$ cat src/design/ipc_pkg.sv
package ipc_pkg;

  localparam int unsigned CharW = 8;
  localparam int unsigned ErrW  = 2;

  // error flag bit positions
  localparam int unsigned ERR_FULL      = 0;
  localparam int unsigned ERR_UNMATCHED = 1;

  // characters with a role of their own
  localparam logic [CharW-1:0] CH_MUL    = 8'h2A;
  localparam logic [CharW-1:0] CH_DIV    = 8'h2F;
  localparam logic [CharW-1:0] CH_ADD    = 8'h2B;
  localparam logic [CharW-1:0] CH_SUB    = 8'h2D;
  localparam logic [CharW-1:0] CH_LPAREN = 8'h28;
  localparam logic [CharW-1:0] CH_RPAREN = 8'h29;

  typedef struct packed {
    logic [CharW-1:0] char_in;
    logic             finish;
  } ipc_in_t;

  typedef struct packed {
    logic [CharW-1:0] char_out;
    logic             expr_done;
    logic [ErrW-1:0]  errors;
    logic             last;
  } ipc_out_t;

  // shift controls shared by every cell in the row of stack cells
  typedef struct packed {
    logic push;
    logic pop;
  } cell_ctl_t;

  typedef enum logic {
    ST_IDLE,
    ST_PROC
  } state_e;

  function automatic logic is_alnum(logic [CharW-1:0] c);
    return ((c >= 8'h30) && (c <= 8'h39)) ||
           ((c >= 8'h41) && (c <= 8'h5A)) ||
           ((c >= 8'h61) && (c <= 8'h7A));
  endfunction

  function automatic logic [1:0] prec_of(logic [CharW-1:0] c);
    logic [1:0] p;
    if ((c == CH_MUL) || (c == CH_DIV)) begin
      p = 2'd2;
    end else if ((c == CH_ADD) || (c == CH_SUB)) begin
      p = 2'd1;
    end else begin
      p = 2'd0;
    end
    return p;
  endfunction

endpackage

$ cat src/design/infix_to_postfix_converter_top.sv
// An item is taken into the item register while idle and handled in the processing
// state; a letter or digit goes on from there to the output register when it is free.
// No new item is taken until the last is handled; pops from the operator stack (a row
// of shift cells, one pop per cycle while the output does not stall) hold the input.
// Reset clears the control, the entry count and the error flags; stack cells hold
// no reset value and are only read below the entry count.
module infix_to_postfix_converter_top #(
  parameter int unsigned STACK_DEPTH = 32
) (
  input  logic              clk_i,
  input  logic              rst_ni,
  input  logic              in_valid_i,
  output logic              in_stall_o,
  input  ipc_pkg::ipc_in_t  in_data_i,
  output logic              out_valid_o,
  input  logic              out_stall_i,
  output ipc_pkg::ipc_out_t out_data_o
);
  import ipc_pkg::*;

  localparam int unsigned CntW = $clog2(STACK_DEPTH + 1);

  state_e           state_d, state_q;
  logic [CntW-1:0]  count_d, count_q;
  logic [ErrW-1:0]  err_d, err_q;
  ipc_in_t          item_q;
  ipc_out_t         out_d, out_q;
  logic             out_valid_d, out_valid_q;
  logic             out_free;
  logic             emit;
  ipc_out_t         emit_data;
  cell_ctl_t        ctl;
  logic [CharW-1:0] cell_data [STACK_DEPTH];
  logic [CharW-1:0] top_ch, nxt_ch, cur_ch;

  assign in_stall_o = (state_q != ST_IDLE);
  assign out_free   = !out_valid_q || !out_stall_i;
  assign top_ch     = cell_data[0];
  assign nxt_ch     = cell_data[1];
  assign cur_ch     = item_q.char_in;

  // operator stack: row of cells, top entry in cell 0
  for (genvar g = 0; g < STACK_DEPTH; g++) begin : g_cell
    logic [CharW-1:0] up, dn;
    if (g == 0) begin : g_first
      assign up = cur_ch;
    end else begin : g_mid
      assign up = cell_data[g-1];
    end
    if (g == STACK_DEPTH - 1) begin : g_lastc
      assign dn = '0;
    end else begin : g_below
      assign dn = cell_data[g+1];
    end
    ipc_cell u_cell (
      .clk_i  (clk_i),
      .ctl_i  (ctl),
      .up_i   (up),
      .dn_i   (dn),
      .data_o (cell_data[g])
    );
  end

  // next state, stack control and result selection
  always_comb begin
    state_d   = state_q;
    count_d   = count_q;
    err_d     = err_q;
    ctl       = '0;
    emit      = 1'b0;
    emit_data = '0;
    unique case (state_q)
      ST_IDLE: begin
        if (in_valid_i) begin
          state_d = ST_PROC;
        end
      end
      ST_PROC: begin
        priority if (item_q.finish) begin
          // flush, then terminator with the sticky flags
          if (count_q != '0) begin
            if (out_free) begin
              emit               = 1'b1;
              emit_data.char_out = top_ch;
              ctl.pop            = 1'b1;
              count_d            = count_q - CntW'(1);
            end
          end else if (out_free) begin
            emit                = 1'b1;
            emit_data.expr_done = 1'b1;
            emit_data.errors    = err_q;
            emit_data.last      = 1'b1;
            err_d               = '0;
            state_d             = ST_IDLE;
          end
        end else if (is_alnum(cur_ch)) begin
          if (out_free) begin
            emit               = 1'b1;
            emit_data.char_out = cur_ch;
            emit_data.last     = 1'b1;
            state_d            = ST_IDLE;
          end
        end else if (cur_ch == CH_RPAREN) begin
          // pop down to the matching open parenthesis
          if ((count_q != '0) && (top_ch != CH_LPAREN)) begin
            if (out_free) begin
              emit               = 1'b1;
              emit_data.char_out = top_ch;
              emit_data.last     = (count_q == CntW'(1)) || (nxt_ch == CH_LPAREN);
              ctl.pop            = 1'b1;
              count_d            = count_q - CntW'(1);
            end
          end else begin
            if (count_q != '0) begin
              ctl.pop = 1'b1;
              count_d = count_q - CntW'(1);
            end else begin
              err_d[ERR_UNMATCHED] = 1'b1;
            end
            state_d = ST_IDLE;
          end
        end else if ((cur_ch != CH_LPAREN) && (count_q != '0) &&
                     (prec_of(cur_ch) <= prec_of(top_ch))) begin
          // operator pops entries of no lower precedence
          if (out_free) begin
            emit               = 1'b1;
            emit_data.char_out = top_ch;
            emit_data.last     = (count_q == CntW'(1)) ||
                                 (prec_of(cur_ch) > prec_of(nxt_ch));
            ctl.pop            = 1'b1;
            count_d            = count_q - CntW'(1);
          end
        end else begin
          // push, dropped when full
          if (count_q == CntW'(STACK_DEPTH)) begin
            err_d[ERR_FULL] = 1'b1;
          end else begin
            ctl.push = 1'b1;
            count_d  = count_q + CntW'(1);
          end
          state_d = ST_IDLE;
        end
      end
    endcase
  end

  // output register
  always_comb begin
    out_valid_d = out_valid_q;
    out_d       = out_q;
    if (emit) begin
      out_valid_d = 1'b1;
      out_d       = emit_data;
    end else if (!out_stall_i) begin
      out_valid_d = 1'b0;
    end
  end

  always_ff @(posedge clk_i or negedge rst_ni) begin
    if (!rst_ni) begin
      state_q     <= ST_IDLE;
      count_q     <= '0;
      err_q       <= '0;
      out_valid_q <= 1'b0;
    end else begin
      state_q     <= state_d;
      count_q     <= count_d;
      err_q       <= err_d;
      out_valid_q <= out_valid_d;
    end
  end

  // payload registers
  always_ff @(posedge clk_i) begin
    out_q <= out_d;
    if (in_valid_i && !in_stall_o) begin
      item_q <= in_data_i;
    end
  end

  assign out_valid_o = out_valid_q;
  assign out_data_o  = out_q;

endmodule

$ cat src/design/ipc_cell.sv
module ipc_cell (
  input  logic                       clk_i,
  input  ipc_pkg::cell_ctl_t         ctl_i,
  input  logic [ipc_pkg::CharW-1:0]  up_i,
  input  logic [ipc_pkg::CharW-1:0]  dn_i,
  output logic [ipc_pkg::CharW-1:0]  data_o
);
  import ipc_pkg::*;

  logic [CharW-1:0] data_d, data_q;

  // push takes the entry above, pop takes the entry below
  always_comb begin
    data_d = data_q;
    if (ctl_i.push) begin
      data_d = up_i;
    end else if (ctl_i.pop) begin
      data_d = dn_i;
    end
  end

  // stack entry, undefined until pushed
  always_ff @(posedge clk_i) begin
    data_q <= data_d;
  end

  assign data_o = data_q;

endmodule

$ cat config.mk
export PLATFORM = sky130hd
export DESIGN_NAME = infix_to_postfix_converter_top
export DESIGN_NICKNAME = d
export VERILOG_FILES = /design/src/design/ipc_pkg.sv /design/src/design/infix_to_postfix_converter_top.sv /design/src/design/ipc_cell.sv
export SDC_FILE = /design/constraint.sdc
export NUM_CORES = 1
export LEC_CHECK = 0
export ABC_AREA = 1
export BUFFER_PORTS_ARGS = -buffer_cell sky130_fd_sc_hd__buf_4
export CAP_MARGIN = 0
export CORE_MARGIN = 5
export CORE_UTILIZATION = 45
export CTS_CLUSTER_SIZE = 12
export DETAILED_ROUTE_END_ITERATION = 16
export PLACE_DENSITY = 0.61
export SETUP_SLACK_MARGIN = 0.2
export SYNTH_ARGS = -nofsm -noshare
export SYNTH_HDL_FRONTEND = slang
export SYNTH_SLANG_ARGS = --single-unit
$ cat constraint.sdc
create_clock -name clk_i -period 15.4 [get_ports clk_i]
set_clock_uncertainty 0.15 [all_clocks]
set_input_delay 4.62 -clock clk_i [delete_from_list [all_inputs] [get_ports clk_i]]
set_output_delay 4.62 -clock clk_i [all_outputs]
set_load 0.01 [all_outputs]
==> impl_metrics.ini <==
[cts]
numClockSinks = 287
ctsRootBufferMaster = clkbuf_16
ctsResizeCount = 0
clockBufferDepth = 3
postCtsHoldBufs = 0
path_clk_slew_ns = 0.06
worstSkewPairLatency_ns = 0.55
cts_setup_buffers = 0
cts_tree = yes
cts_buffers = 30
h-tree-depth = 1

[setup_path]
cp_max_fo = 86
critPathTopFamily = simple AND/OR/NAND/NOR gates
r2r_start = cur_ch[4]
r2r-end = g_cell[20].u_cell.data_o[2]
worst-path-buf-inv = 2
cp_slowest_cell = buf_4
slowest_delay_ns = 0.96
path_cells = buf_4, nand2_1, nor2_1, nor2_4, buf_4
cp_common_cell = buf_4
worstSetupEndpoint = g_cell[20].u_cell.data_o[2]
crit_type = input port to flip-flop
critical_path_arrival_ns = 7.28
worstPathRequired_ns = 15.40
worstRegToRegCells = 16
cp.depth = 5
setup.worst_path.end_class = flip-flop
start_kind = input port
rrSetupSlack_ns = 9.87
cp-startpoint = out_stall_i

[synth]
async_reset_ff_share_pct = 3.48
synth_cells = 1353
syn_area_um2 = 13700
synth_edf_count = 277
synth_ff_type = edfxtp_1
yosysWarnings = 0
syn_nets = 1373
ys_top_cells_by_area = edfxtp_1 61%, nand2_1 7.7%, inv_1 5.1%, o21ai_1 4.2%, nor2_1 3.1%
synth_common_cells = 279 x nand2_1, 277 x edfxtp_1, 186 x inv_1, 116 x o21ai_1, 112 x nor2_1
ys_seq_area_share_pct = 62.6
synth_top_cell_area_share_pct = 60.8
syn_area_per_cell_um2 = 10.1
synth_top_area_cell = edfxtp_1
post-synth-top-count-cell = nand2_1
ys_types = 37
synth-seq-cells = 287

[timing]
report.final.setup_viol = 0
final_hold_viol_count = 0
fin_hold_ws_ns = 0.329
worstMarginPinSlew_ns = 1.11
finalCriticalPeriod_ns = 7.28
relSlewSlack_pct = 26.1
slew_violations = 0
max_freq_mhz = 137
finalCritPeriodShare_pct = 47.3
rsz0062_at_grt = no
setup_tns_ns = 0

[detailed_routing]
remaining_drc_errors = 0
first_pass_iters = 5
vias = 8716
avgRoutedWirePerCell_um = 13.0
wl_um = 22900
avgViaCountPerCell = 4.96
detail-route-antenna-nets = 0
initialDrtViolationCount = 737

[floorplan]
die-area_um2 = 34000
io_pins = 27
fp-row-count = 63
start_util_pct = 45.9
die_x_um = 184
core_area_um2 = 29800
die_h_um = 184

[global_routing]
grt-ovfl-total = 0
met3_usage_pct = 2.47
antenna_found_initial = 0
use_met1_pct = 19.7
grt_pass1_wl_um = 38700
use_met2_pct = 20.3
grt_pass1_vias = 8193
track_usage_pct = 13.3
busiest_layer = met2
grt_max_degree = 273

[layout]
areaGrowthSynthToFinish_pct = 7.87
antennaDiodeCount = 0
fin_nets = 1367
drive_gt1_share_pct = 10.7
ff_latch_area_um2 = 8570
final_cell_area_um2 = 14800
fillers = 2793
multiInputGateArea_um2 = 3860

[placed_design]
placed_cell_area_um2 = 13900
globalplace.congestion = 0.875
numPortBuffers = 26
place_hpwl_um = 13700

[power_and_ir_drop]
power-per-cell-area_nw_per_um2 = 214
peakVddDrop_v = 0.000108
p_leak_nw = 6.25

[flow_run]
drv_cap = 0

[outcome]
run_status = finished, final reports clean

[worst_hold_path]
hold_path_class = flip-flop to flip-flop
==> layout make-up <==
cell class,instances,share of cell area [%]
clock buffer,41,5.51
sequential,287,58.1
tap,390,3.31
timing repair buffer,32,1.71
inverter,192,4.88
clock inverter,11,0.322
multi-input combinational,804,26.2
==> kinds of logic after synthesis <==
group | synth area share [%]
buffers and inverters | 9.17
adder cells (fa/ha/maj) | 0.640
XOR/XNOR | 0.384
AO/OA/AOI/OAI | 11.4
flip-flops | 62.6
AND/OR/NAND/NOR | 15.7
==> how the worst min path moves through the flow <==
| stage | from | endpoint | slack [ns] | depth (start not counted) |
|---|---|---|---|---|
| 2_1_floorplan | err_q[1] | err_q[1] | 0.28 | 2 |
| 6_report | err_q[0] | err_q[0] | 0.33 | 2 |
| 3_5_place_dp | err_q[1] | err_q[1] | 0.32 | 2 |
| 4_1_cts | err_q[1] | err_q[1] | 0.33 | 2 |
| 5_1_grt | err_q[0] | err_q[0] | 0.36 | 2 |
| 3_3_place_gp | err_q[0] | err_q[0] | 0.31 | 2 |
==> metal layers <==
| metal | up-vias | share of wire [%] |
|---|---|---|
| li1 | 4511 | - |
| met1 | 4035 | 50 |
| met2 | 133 | 43 |
| met3 | 37 | 4.1 |
| met4 | 0 | 2.2 |
| met5 | - | 0 |
==> registers in the layout, summed over array words and instances (netlist names) <==
signal and flops:
out_data_o 12, g_cell.u_cell.data_o 256, count_q 6, item_q 1
out_valid_o 1, in_stall_o 1, cur_ch 8, err_q 2
==> report_power, final <==
| part | total, mW | switching [mW] | internal (mW) |
|---|---|---|---|
| Combinational | 0.883 | 0.597 | 0.286 |
| Clock | 0.645 | 0.281 | 0.365 |
| Sequential | 1.62 | 0.181 | 1.44 |
| Total | 3.15 | 1.06 | 2.09 |
==> tightest hold or removal path, cell delays in order, from the launching register on <==
cell and delay (ns):
dfrtp_1 0.34, nand2_1 0.05, nand2_1 0.05
==> cell usage in the layout (no fill, tap or decap), types with 2 or more instances in the layout <==
master	Yosys	routed
nand2_1	279	279
edfxtp_1	277	277
inv_1	186	186
o21ai_1	116	116
nor2_1	112	111
a21oi_1	73	73
o21ai_0	60	60
nand3_1	50	50
nor2_2	34	34
a21oi_2	31	31
clkbuf_16	0	31
buf_4	6	31
nand4_1	16	16
clkbuf_1	10	10
dfrtp_1	10	10
clkinv_1	1	7
ha_1	7	7
inv_2	5	5
xor2_1	5	5
clkinv_2	0	5
nor2_4	2	3
nor4_1	2	2
nor3b_1	2	2
nand3b_1	2	2
o211ai_1	2	2
==> stage by stage <==
step,util [%],total power [mW],cells,setup slack (ns)
3_3_place_gp,46.6,2.50,1705,7.58
5_1_grt,49.5,3.40,1757,7.89
3_5_place_dp,46.6,2.53,1705,7.50
2_1_floorplan,-,2.37,1353,2.73
4_1_cts,49.5,3.20,1757,8.09
6_report,49.5,3.15,1757,8.12
Note: power is estimated with default switching activity, not from simulation.
